### src/rtl/mhpq_pkg.sv
`default_nettype none
// ----------------------------------------------------------------------------
// mhpq_pkg
// Shared types and constants for the binary min-heap priority queue.
// ----------------------------------------------------------------------------
package mhpq_pkg;

  localparam logic [2:0] OP_INSERT   = 3'd0;
  localparam logic [2:0] OP_EXTRACT  = 3'd1;
  localparam logic [2:0] OP_DECREASE = 3'd2;
  localparam logic [2:0] OP_DELETE   = 3'd3;
  localparam logic [2:0] OP_GETMIN   = 3'd4;

  localparam logic [1:0] ST_OK    = 2'd0;
  localparam logic [1:0] ST_FULL  = 2'd1;
  localparam logic [1:0] ST_EMPTY = 2'd2;
  localparam logic [1:0] ST_RANGE = 2'd3;

  localparam logic signed [31:0] KEY_MAX = 32'sh7fff_ffff;
  localparam logic signed [31:0] KEY_MIN = 32'sh8000_0000;
  localparam logic [6:0]         CAP_RESET = 7'd64;

  typedef struct packed {
    logic [2:0]         opcode;
    logic signed [31:0] key_value;
    logic [5:0]         entry_index;
  } mhpq_in_t;

  typedef struct packed {
    logic signed [31:0] result_key;
    logic [1:0]         status;
    logic [6:0]         entry_count;
  } mhpq_out_t;

  typedef enum logic [3:0] {
    S_IDLE,
    S_DECODE,
    S_UP_RD,
    S_UP_CMP,
    S_EXT_RD,
    S_EXT_ROOT,
    S_EXT_LAST,
    S_DN_L,
    S_DN_R,
    S_DN_CMP,
    S_GET,
    S_RESP
  } mhpq_state_t;

  // controller to datapath
  typedef struct packed {
    logic       load_item;
    logic       rd_root;
    logic       rd_parent;
    logic       rd_last;
    logic       rd_left;
    logic       rd_right;
    logic       start_ins;
    logic       start_dec;
    logic       start_del;
    logic       up_step;
    logic       dn_step;
    logic       put_cur;
    logic       load_lkey;
    logic       ext_root;
    logic       ext_last;
    logic       get_root;
    logic       set_status;
    logic [1:0] status;
    logic       res_max;
  } mhpq_cmd_t;

  // datapath to controller
  typedef struct packed {
    logic [2:0] op;
    logic       full;
    logic       empty;
    logic       idx_oor;
    logic       pos_zero;
    logic       l_in;
    logic       r_in;
    logic       up_move;
    logic       dn_move;
    logic       count_one;
  } mhpq_stat_t;

endpackage
`default_nettype wire

### src/rtl/mhpq_dpath.sv
`default_nettype none
// ----------------------------------------------------------------------------
// mhpq_dpath
// Heap store, sift registers, counters and result registers.
// ----------------------------------------------------------------------------
module mhpq_dpath
  import mhpq_pkg::*;
#(
  parameter int DEPTH = 64
) (
  input  wire logic       clk,
  input  wire logic       rst,
  input  wire mhpq_in_t   item,
  input  wire logic       cfg_we,
  input  wire logic [6:0] cfg_value,
  input  wire mhpq_cmd_t  cmd,
  output mhpq_stat_t      stat,
  output mhpq_out_t       result
);

  localparam int AW = (DEPTH > 1) ? $clog2(DEPTH) : 1;
  localparam int CW = $clog2(DEPTH + 1);
  localparam int LW = (CW > 7) ? CW : 7;
  localparam int XW = AW + 2;

  logic signed [31:0] mem [DEPTH];
  logic signed [31:0] rdata;

  logic [2:0]         op;
  logic signed [31:0] key;
  logic [5:0]         idx;
  logic [AW-1:0]      pos;
  logic signed [31:0] cur;
  logic signed [31:0] lkey;
  logic [CW-1:0]      count;
  logic [6:0]         limit;
  logic signed [31:0] res_key;
  logic [1:0]         res_status;

  logic [AW-1:0]      parent;
  logic [XW-1:0]      lw;
  logic [XW-1:0]      rw;
  logic               lt_l;
  logic               take_r;
  logic signed [31:0] best_key;
  logic               re;
  logic [AW-1:0]      ra;
  logic               we;
  logic signed [31:0] wd;

  assign parent   = (pos - 1'b1) >> 1;
  assign lw       = XW'({pos, 1'b1});
  assign rw       = lw + 1'b1;
  assign lt_l     = lkey < cur;
  assign best_key = lt_l ? lkey : cur;
  assign take_r   = stat.r_in && (rdata < best_key);

  always_comb begin
    stat.op        = op;
    stat.full      = (LW'(count) >= LW'(limit)) || (count >= CW'(DEPTH));
    stat.empty     = (count == '0);
    stat.idx_oor   = LW'(idx) >= LW'(count);
    stat.pos_zero  = (pos == '0);
    stat.l_in      = lw < XW'(count);
    stat.r_in      = rw < XW'(count);
    stat.up_move   = rdata > cur;
    stat.dn_move   = take_r || lt_l;
    stat.count_one = (count == CW'(1));
  end

  // read address
  always_comb begin
    re = cmd.rd_root | cmd.rd_parent | cmd.rd_last | cmd.rd_left | cmd.rd_right;
    ra = '0;
    if (cmd.rd_parent) begin
      ra = parent;
    end else if (cmd.rd_last) begin
      ra = AW'(count - 1'b1);
    end else if (cmd.rd_left) begin
      ra = AW'(lw);
    end else if (cmd.rd_right) begin
      ra = AW'(rw);
    end
  end

  // write port, always at the hole position
  always_comb begin
    we = cmd.put_cur | cmd.up_step | cmd.dn_step;
    wd = cur;
    if (cmd.up_step && stat.up_move) begin
      wd = rdata;
    end else if (cmd.dn_step && take_r) begin
      wd = rdata;
    end else if (cmd.dn_step && lt_l) begin
      wd = lkey;
    end
  end

  always_ff @(posedge clk) begin
    if (we) begin
      mem[pos] <= wd;
    end
    if (re) begin
      rdata <= mem[ra];
    end
  end

  always_ff @(posedge clk) begin
    if (rst) begin
      count <= '0;
      limit <= CAP_RESET;
    end else begin
      if (cfg_we) begin
        limit <= cfg_value;
      end
      if (cmd.start_ins) begin
        count <= count + 1'b1;
      end else if (cmd.ext_root) begin
        count <= count - 1'b1;
      end
    end
  end

  always_ff @(posedge clk) begin
    if (cmd.load_item) begin
      op         <= item.opcode;
      key        <= item.key_value;
      idx        <= item.entry_index;
      res_key    <= '0;
      res_status <= ST_OK;
    end
    if (cmd.set_status) begin
      res_status <= cmd.status;
    end
    if (cmd.res_max) begin
      res_key <= KEY_MAX;
    end
    if (cmd.get_root || (cmd.ext_root && op == OP_EXTRACT)) begin
      res_key <= rdata;
    end
    if (cmd.start_ins) begin
      pos <= AW'(count);
      cur <= key;
    end
    if (cmd.start_dec) begin
      pos <= AW'(idx);
      cur <= key;
    end
    if (cmd.start_del) begin
      pos <= AW'(idx);
      cur <= KEY_MIN;
    end
    if (cmd.up_step && stat.up_move) begin
      pos <= parent;
    end
    if (cmd.ext_last) begin
      pos <= '0;
      cur <= rdata;
    end
    if (cmd.load_lkey) begin
      lkey <= rdata;
    end
    if (cmd.dn_step && take_r) begin
      pos <= AW'(rw);
    end else if (cmd.dn_step && lt_l) begin
      pos <= AW'(lw);
    end
  end

  assign result.result_key  = res_key;
  assign result.status      = res_status;
  assign result.entry_count = 7'(count);

  // one port transfer a cycle on the store, never read and write together
  a_no_rw_clash: assert property (@(posedge clk) disable iff (rst) !(we && re))
    else $error("heap store read and written in one cycle");

  a_count_bound: assert property (@(posedge clk) disable iff (rst)
    count <= CW'(DEPTH))
    else $error("entry count past depth");

  a_ins_count: assert property (@(posedge clk) disable iff (rst)
    cmd.start_ins |=> count == $past(count) + 1'b1)
    else $error("insert did not grow the heap");

endmodule
`default_nettype wire

### src/rtl/mhpq_ctrl.sv
`default_nettype none
// ----------------------------------------------------------------------------
// mhpq_ctrl
// Sequencer for one heap operation at a time.
// ----------------------------------------------------------------------------
module mhpq_ctrl
  import mhpq_pkg::*;
(
  input  wire logic       clk,
  input  wire logic       rst,
  input  wire logic       in_valid,
  output logic            in_ready,
  output logic            out_valid,
  input  wire logic       out_ready,
  input  wire mhpq_stat_t stat,
  output mhpq_cmd_t       cmd
);

  mhpq_state_t state;
  mhpq_state_t state_next;

  always_ff @(posedge clk) begin
    if (rst) begin
      state <= S_IDLE;
    end else begin
      state <= state_next;
    end
  end

  always_comb begin
    state_next = state;
    case (state)
      S_IDLE: begin
        if (in_valid) state_next = S_DECODE;
      end
      S_DECODE: begin
        case (stat.op)
          OP_INSERT:   state_next = stat.full ? S_RESP : S_UP_RD;
          OP_EXTRACT:  state_next = stat.empty ? S_RESP : S_EXT_ROOT;
          OP_DECREASE: state_next = stat.idx_oor ? S_RESP : S_UP_RD;
          OP_DELETE:   state_next = stat.idx_oor ? S_RESP : S_UP_RD;
          OP_GETMIN:   state_next = stat.empty ? S_RESP : S_GET;
          default:     state_next = S_RESP;
        endcase
      end
      S_UP_RD: begin
        if (!stat.pos_zero) begin
          state_next = S_UP_CMP;
        end else begin
          state_next = (stat.op == OP_DELETE) ? S_EXT_RD : S_RESP;
        end
      end
      S_UP_CMP: begin
        if (stat.up_move) begin
          state_next = S_UP_RD;
        end else begin
          state_next = (stat.op == OP_DELETE) ? S_EXT_RD : S_RESP;
        end
      end
      S_EXT_RD:   state_next = S_EXT_ROOT;
      S_EXT_ROOT: state_next = stat.count_one ? S_RESP : S_EXT_LAST;
      S_EXT_LAST: state_next = S_DN_L;
      S_DN_L:     state_next = stat.l_in ? S_DN_R : S_RESP;
      S_DN_R:     state_next = S_DN_CMP;
      S_DN_CMP:   state_next = stat.dn_move ? S_DN_L : S_RESP;
      S_GET:      state_next = S_RESP;
      S_RESP: begin
        if (out_ready) state_next = S_IDLE;
      end
      default:    state_next = S_IDLE;
    endcase
  end

  always_comb begin
    cmd       = '0;
    in_ready  = 1'b0;
    out_valid = 1'b0;
    case (state)
      S_IDLE: begin
        in_ready      = 1'b1;
        cmd.load_item = in_valid;
      end
      S_DECODE: begin
        case (stat.op)
          OP_INSERT: begin
            if (stat.full) begin
              cmd.set_status = 1'b1;
              cmd.status     = ST_FULL;
            end else begin
              cmd.start_ins = 1'b1;
            end
          end
          OP_EXTRACT, OP_GETMIN: begin
            if (stat.empty) begin
              cmd.set_status = 1'b1;
              cmd.status     = ST_EMPTY;
              cmd.res_max    = 1'b1;
            end else begin
              cmd.rd_root = 1'b1;
            end
          end
          OP_DECREASE, OP_DELETE: begin
            if (stat.idx_oor) begin
              cmd.set_status = 1'b1;
              cmd.status     = ST_RANGE;
            end else if (stat.op == OP_DELETE) begin
              cmd.start_del = 1'b1;
            end else begin
              cmd.start_dec = 1'b1;
            end
          end
          default: ;
        endcase
      end
      S_UP_RD: begin
        if (stat.pos_zero) begin
          cmd.put_cur = 1'b1;
        end else begin
          cmd.rd_parent = 1'b1;
        end
      end
      S_UP_CMP:   cmd.up_step = 1'b1;
      S_EXT_RD:   cmd.rd_root = 1'b1;
      S_EXT_ROOT: begin
        cmd.ext_root = 1'b1;
        cmd.rd_last  = !stat.count_one;
      end
      S_EXT_LAST: cmd.ext_last = 1'b1;
      S_DN_L: begin
        if (stat.l_in) begin
          cmd.rd_left = 1'b1;
        end else begin
          cmd.put_cur = 1'b1;
        end
      end
      S_DN_R: begin
        cmd.load_lkey = 1'b1;
        cmd.rd_right  = stat.r_in;
      end
      S_DN_CMP:   cmd.dn_step = 1'b1;
      S_GET:      cmd.get_root = 1'b1;
      S_RESP:     out_valid = 1'b1;
      default: ;
    endcase
  end

  a_one_side: assert property (@(posedge clk) disable iff (rst)
    !(in_ready && out_valid))
    else $error("input and output open together");

  a_resp_hold: assert property (@(posedge clk) disable iff (rst)
    (state == S_RESP && !out_ready) |=> state == S_RESP)
    else $error("result dropped before transfer");

endmodule
`default_nettype wire

### src/rtl/min_heap_priority_queue.sv
`default_nettype none
// ----------------------------------------------------------------------------
// min_heap_priority_queue
// Binary min-heap of signed 32-bit keys with insert, extract, decrease,
// delete and peek operations.
// ----------------------------------------------------------------------------
// One operation is handled at a time and each gives one result transfer.
// Entries live in a single-port-per-direction store of DEPTH words with a
// registered read, so every heap level costs memory round trips: a sift up
// level walks S_UP_RD and S_UP_CMP, a sift down level walks S_DN_L, S_DN_R
// and S_DN_CMP. Rejected and unused ops go from S_DECODE straight to S_RESP,
// peek passes through S_GET, extract on a single entry ends after S_EXT_ROOT,
// and delete runs the sift up walk, then S_EXT_RD, S_EXT_ROOT and S_EXT_LAST,
// then the sift down walk. The store is not cleared after reset; only
// positions below the entry count are ever read. capacity_limit is taken on
// the cfg channel at any time (always ready) and is meant to change only
// while the block is idle.
// ----------------------------------------------------------------------------
module min_heap_priority_queue
  import mhpq_pkg::*;
#(
  parameter int DEPTH = 64
) (
  input  wire logic       clk,
  input  wire logic       rst,
  // item channel
  input  wire logic       in_valid,
  output logic            in_ready,
  input  wire mhpq_in_t   in_data,
  // result channel
  output logic            out_valid,
  input  wire logic       out_ready,
  output mhpq_out_t       out_data,
  // capacity_limit write channel
  input  wire logic       cfg_valid,
  output logic            cfg_ready,
  input  wire logic [6:0] cfg_data
);

  mhpq_cmd_t  cmd;
  mhpq_stat_t stat;

  // register write completes in a single transfer
  assign cfg_ready = 1'b1;

  // sequencer: decodes the op and walks the sift loop
  mhpq_ctrl u_ctrl (
    .clk       (clk),
    .rst       (rst),
    .in_valid  (in_valid),
    .in_ready  (in_ready),
    .out_valid (out_valid),
    .out_ready (out_ready),
    .stat      (stat),
    .cmd       (cmd)
  );

  // heap store, hole position, moving key and result registers
  mhpq_dpath #(
    .DEPTH (DEPTH)
  ) u_dpath (
    .clk       (clk),
    .rst       (rst),
    .item      (in_data),
    .cfg_we    (cfg_valid && cfg_ready),
    .cfg_value (cfg_data),
    .cmd       (cmd),
    .stat      (stat),
    .result    (out_data)
  );

endmodule
`default_nettype wire
### config.mk
export PLATFORM = sky130hd
export DESIGN_NAME = min_heap_priority_queue
export DESIGN_NICKNAME = d
export VERILOG_FILES = /design/src/rtl/mhpq_pkg.sv /design/src/rtl/mhpq_dpath.sv /design/src/rtl/mhpq_ctrl.sv /design/src/rtl/min_heap_priority_queue.sv
export SDC_FILE = /design/constraint.sdc
export NUM_CORES = 2
export LEC_CHECK = 0
export ABC_CLOCK_PERIOD_IN_PS = 11500
export BUFFER_PORTS_ARGS = -buffer_cell sky130_fd_sc_hd__buf_2
export CELL_PAD_IN_SITES_DETAIL_PLACEMENT = 0
export CELL_PAD_IN_SITES_GLOBAL_PLACEMENT = 1
export CORE_ASPECT_RATIO = 0.5
export CORE_MARGIN = 5
export CORE_UTILIZATION = 45
export CTS_CLUSTER_SIZE = 30
export DETAILED_ROUTE_END_ITERATION = 8
export PLACE_DENSITY = 0.66
export SYNTH_ARGS = -nofsm -noshare
export SYNTH_HDL_FRONTEND = slang
export SYNTH_SLANG_ARGS = --single-unit
### constraint.sdc
create_clock -name clk -period 11.5 [get_ports clk]
set_input_delay 0.575 -clock clk [delete_from_list [all_inputs] [get_ports clk]]
set_output_delay 0.575 -clock clk [all_outputs]
set_load 0.01 [all_outputs]
# Word-level counts from Yosys, hierarchy flattened
# Memories as Yosys holds them, arrays and structs flattened. A register that Yosys moved wholly into a read port is not among the register bits.
# Cells that the tools add are included.
[totals] output_inout_bits=44 latch_bits=0 mem_count=1 inputBits=53 ram_bits=2048 register_bits=163 elab_cells=145 rom_bits=0
[op_classes] reduce_logical=21 order_cmp=8 bitwise_logic=6 n_div=0 eq_ne=18 shifts=0 n_addsub=4 n_mul=0 n_mux=76
[mem_list] name="u_dpath.mem" words=64 word_bits=32 rd=1 rd_clocked_by_memory_dff=1 write_ports=1 line_no="mhpq_dpath.sv:26" text="logic signed [31:0] mem [DEPTH];"
[ops] cell="two-way mux 32 bit" count=11
[ops] cell="two-way mux 6 bit" count=11
[ops] cell="< comparator 32 bit" count=2
[ops] cell="two-way mux 4 bit" count=12
[ops] cell="case mux 4 bit (12 select lines)" count=1
[ops] cell="> comparator 32 bit" count=1
[ops] cell="two-way mux 1 bit" count=27
[ops] cell="equality test 4 x 3 -> 1 bit, second input constant" count=4
[ops] cell="equality test 4 bit, second input constant" count=4
[ops] cell="case mux 4 bit (4 select lines)" count=1
[ops] cell="two-way mux 7 bit" count=2
[ops] cell="two-way mux 2 bit" count=5
[ops] cell="two-way mux 3 bit" count=3
[ops] cell="case mux 3 bit (3 select lines)" count=1
[ops] cell="adder 7 x 1 -> 8 bit, second input constant" count=1
[ops] cell="equality test 4 x 2 -> 1 bit, second input constant" count=2
[ops] cell="< comparator 8 x 7 -> 1 bit" count=1
[ops] cell="adder 7 x 1 -> 7 bit, second input constant" count=1
[ops] cell="equality test 7 x 1 -> 1 bit, second input constant" count=1
[ops] cell=">= comparator 6 x 7 -> 1 bit" count=1
[ops] cell=">= comparator 7 bit" count=1
[ops] cell=">= comparator 7 bit, second input constant" count=1
[ops] cell="zero test 7 bit" count=1
[ops] cell="< comparator 7 bit" count=1
[ops] cell="other kinds (21)" count=37

# Logic depth before layout (Yosys ltp)
[depth] ltp_word=12 depth_mapped=23 mapped_depth_nobuf=20

# By module
# Synthesis repeated with hierarchy kept, for this count alone.
[unflattened] hier_cells=4479 hier_area_um2=90967.2
[modules_own_cells] module="mhpq_dpath" seq_area_each_um2=67094.3 instances=1 cells_each=4368 area_each_um2=90241.5
[modules_own_cells] module="mhpq_ctrl" seq_area_each_um2=80.1 instances=1 cells_each=109 area_each_um2=714.4
[modules_own_cells] module="min_heap_priority_queue" seq_area_each_um2=0.0 instances=1 cells_each=2 area_each_um2=11.3

# Least setup slack after synthesis
# OpenSTA, ideal clock, no wires.
[synth_path] path_kind="flip-flop to flip-flop" from="register u_dpath.lkey[15]" to="memory u_dpath.mem[0][13] (data pin)" slack_ps=3226 stages_incl_launch_ff=21 t_arrival_ps=7572 period_less_slack_ps=8274 path_cell_list="edfxtp_1 ha_1 nand2_1 nor4_1 nand3_1 a31oi_1 o21ai_0 o21ai_1 clkbuf_1 mux2i_1 ha_1 and4_1 nand3_1 or4_1 or4_1 o2111a_1 o31ai_4 nand2_2 buf_6 clkbuf_1 o21ai_0"
[synth_between] elab_chain_len=7
[synth_rtl] item="from (decl)" line_no="mhpq_dpath.sv:34" text="logic signed [31:0] lkey;"
[synth_rtl] item="from (signal assigned)" line_no="mhpq_dpath.sv:161" text="lkey <= rdata;"
[synth_rtl] item="< comparator 32 bit" line_no="mhpq_dpath.sv:54" text="assign lt_l = lkey < cur;"
[synth_rtl] item="two-way mux 32 bit" line_no="mhpq_dpath.sv:55" text="assign best_key = lt_l ? lkey : cur;"
[synth_rtl] item="< comparator 32 bit" line_no="mhpq_dpath.sv:56" text="assign take_r = stat.r_in && (rdata < best_key);"
[synth_rtl] item="logical AND 1 bit" line_no="mhpq_dpath.sv:56"
[synth_rtl] item="logical AND 1 bit" line_no="mhpq_dpath.sv:92" text="end else if (cmd.dn_step && take_r) begin"
[synth_rtl] item="two-way mux 32 bit (*)" line_no="mhpq_dpath.sv:92"
[synth_rtl] item="two-way mux 32 bit (*)" line_no="mhpq_dpath.sv:90" text="if (cmd.up_step && stat.up_move) begin"
[synth_rtl] item="via u_dpath.wd[13]" line_no="mhpq_dpath.sv:49" text="logic signed [31:0] wd;"
[synth_rtl] item="to (decl)" line_no="mhpq_dpath.sv:26"
# Mark *: on every way through the listed nets, which the timed path passes. The rest lies on a longest branch.

# Worst setup path after layout
[layout_path] from="register u_dpath.cur[13]" to="memory u_dpath.mem[37][29] (data pin)"
[layout_between] elab_chain_len=7
[layout_rtl] item="from (decl)" line_no="mhpq_dpath.sv:33" text="logic signed [31:0] cur;"
[layout_rtl] item="from (signal assigned)" line_no="mhpq_dpath.sv:143" text="cur <= key;"
[layout_rtl] item="from (signal assigned)" line_no="mhpq_dpath.sv:147" text="cur <= key;"
[layout_rtl] item="from (signal assigned)" line_no="mhpq_dpath.sv:158" text="cur <= rdata;"
[layout_rtl] item="< comparator 32 bit" line_no="mhpq_dpath.sv:54"
[layout_rtl] item="two-way mux 32 bit" line_no="mhpq_dpath.sv:55"
[layout_rtl] item="< comparator 32 bit" line_no="mhpq_dpath.sv:56"
[layout_rtl] item="logical AND 1 bit" line_no="mhpq_dpath.sv:56"
[layout_rtl] item="logical AND 1 bit" line_no="mhpq_dpath.sv:92"
[layout_rtl] item="two-way mux 32 bit" line_no="mhpq_dpath.sv:92"
[layout_rtl] item="two-way mux 32 bit (*)" line_no="mhpq_dpath.sv:90"
[layout_rtl] item="via u_dpath.wd[29]" line_no="mhpq_dpath.sv:49"
# Marked as above.

==> impl_metrics.tcl <==
set metrics [dict create \
    grt_max_degree 126 \
    startpoint_type "flip-flop" \
    synth_cell_types 79 \
    drtIter0Drc 9117 \
    finalMaxSlewViolations 0 \
    wirelength_um 324000 \
    worst_slack_ps 2950 \
    grt.total_usage_pct 30.2 \
    routabilityCongestion 0.842 \
    num_rows 116 \
    utilization_pct 51.1 \
    avgSynthCellArea_um2 17.7 \
    clk_latency_ps 890 \
    tightestPinTransition_ps 1390 \
    use_met2_pct 43.0 \
    drt-vias-per-instance 6.63 \
    clk_path_buf_depth 4 \
    synthCells 5100 \
    layout_commonest_cell "edfxtp_1" \
    synth_top_family_by_area "multiplexers" \
    synth_xor_area_share_pct 0.165 \
    cap_viol_max_count 0 \
    path_clk_slew_ps 70 \
    synth_compound_area_share_pct 5.51 \
    pre_cts_ws_ps 2970 \
    leakage_nw 33.2 \
    synth_seq_cells 2243 \
    worstHoldStart "rst" \
    drive_gt1_share_pct 20.2 \
    h-tree-depth 4 \
    use_met3_pct 11.3 \
    grt_busiest_layer "met1" \
    clock.fmax_mhz 117 \
    max-vdd-ir-drop_uv 217 \
    grt_remaining_overflow 0 \
    start_util_pct 45.3 \
    die_w_um 644 \
    first_global_vias 51081 \
    globalRouteMet1Util_pct 43.8 \
    post_drt_wl_per_cell_um 39.7 \
    die_area_um2 211000 \
    finalSetupTns_ps 0 \
    nets 5537 \
    core_area_um2 200000 \
    cp.arrival_ps 8970 \
    cts_resized 0 \
    crit_required_ps 11920 \
    min_path_type "in2reg" \
    cts_root_buf "clkbuf_16" \
    dpl_cell_area_um2 95300 \
    cp_max_fo 64 \
    r2r_start "u_dpath.cur[13]" \
    cts.sinks 2243 \
    power_mw 24.6 \
    drc 0 \
    slew_headroom_pct 7.43 \
    cts_hold_buffers 48 \
    synthSimpleGateAreaFrac_pct 4.92 \
    ys.flop_type "edfxtp_1" \
    portBuffers 95 \
    fin_area_um2 102000 \
    finalCritPeriodShare_pct 74.3 \
    cts_tree "yes" \
    synth_fa_ha_area_share_pct 1.73 \
    hpwl_um 171000 \
    synth_edf_count 2225 \
    syn_nets 5278 \
    rsz0062_at_grt "no" \
    syn_area_um2 90500 \
    ioPinCount 97 \
    synthMuxAreaShare_pct 11.6 \
    final-setup-viol-count 0 \
    power.density_nw_per_um2 241 \
    die_h_um 327 \
    startpoint "u_dpath.cur[13]" \
    grt_pass1_wl_um 436000 \
    mostFrequentLayoutCells "edfxtp_1, nand2_1, mux4_2, clkbuf_16, a21oi_1" \
    cts_inserted_buffers 206 \
    crit_path_end_kind "flip-flop" \
    finalHoldViolCount 0 \
    cts_setup_buffers 0 \
    skew_ps 78.0 \
    synth_warnings 0 \
    syn2layout_area_growth_pct 12.9 \
    path_class "reg2reg" \
    antenna_left 0 \
    async_flop_share_pct 0 \
    vias 54164 \
    fin_crit_ps 8550 \
    antenna_found_initial 14 \
    first_pass_iters 7 \
    synth_seq_area_share_pct 74.2 \
    status "complete, no violations" \
]
## critical path, stage by stage (launching register included)
cell	delay, ps
edfxtp_1	390
inv_1	90
ha_1	300
nand2_1	80
nor4_1	530
nand3_1	140
a31oi_1	370
o21ai_0	230
o21ai_4	330
buf_4	480
mux2i_1	130
ha_1	320
and4_1	200
nand3_1	140
or4_1	570
or4_1	560
o2111a_1	300
o31ai_4	730
nand2_4	610
buf_4	490
o21ai_4	1080
## power by group
part	total (mW)	internal [mW]	switching, mW
combinational	7.45	2.37	5.08
clock	6.63	3.58	3.05
sequential	10.6	10.2	0.370
## path summary, 6_finish.rpt
kind,to,slack (ps),cells after the start
worst min register to register,u_dpath.limit[4],500,2
worst max register to register,u_dpath.mem[37][29],2950,20
worst max-delay path,u_dpath.mem[37][29],2950,20
worst min-delay path,u_dpath.limit[3],140,2
## metal layers
metal	up-vias	share of wire, %
met2	4214	43
met5	-	0.0034
met1	28570	39
li1	20858	-
met3	520	16
met4	2	2.9
## state kept, by name, summed over array words and instances (netlist names)
signal,flops
u_dpath.res_key,32
u_dpath.count,7
u_dpath.limit,7
u_dpath.idx,6
u_dpath.lkey,32
u_ctrl.state,4
u_dpath.key,32
u_dpath.pos,6
u_dpath.res_status,2
u_dpath.mem,2048
u_dpath.op,3
u_dpath.cur,32
u_dpath.rdata,32
## cell families (layout without fill, tap and decap cells)
kind of cell	after synthesis	in the layout
AO/OA/AOI/OAI	733	733
XOR/XNOR	17	17
adder cells (fa/ha/maj)	125	125
buffers and inverters	342	756
flip-flops	2243	2243
multiplexers	548	548
other	1	3
AND/OR/NAND/NOR	1091	1091
## through the flow
stage / hold slack (ps) / instances
after floorplan: 460 / 5100
after global placement: 477 / 7754
after detailed placement: 486 / 7754
after CTS: 102 / 8165
after global routing: 131 / 8169
final: 143 / 8171
## synthesized netlist by cell type, types with 42 or more instances
cell / n / area, um^2
edfxtp_1: 2225 / 66800
nand2_1: 679 / 2550
mux4_2: 397 / 8940
nor2_1: 242 / 908
a21oi_1: 181 / 906
mux2i_1: 149 / 1490
a31oi_1: 139 / 870
ha_1: 125 / 1560
clkbuf_1: 112 / 420
buf_2: 102 / 510
o21ai_0: 71 / 355
nand3_1: 67 / 335
inv_1: 66 / 248
o211ai_1: 42 / 315
## final cells by class
type | count | area [um^2]
Tap cell | 2655 | 3320
Inverter | 66 | 248
Clock inverter | 107 | 774
Clock buffer | 256 | 5470
Fill cell | 16064 | 97800
Antenna cell | 2 | 5.00
Multi-Input combinational cell | 2515 | 22700
Sequential cell | 2243 | 67200
Timing Repair Buffer | 327 | 2480
No activity file was read; power rests on OpenSTA's default activity.
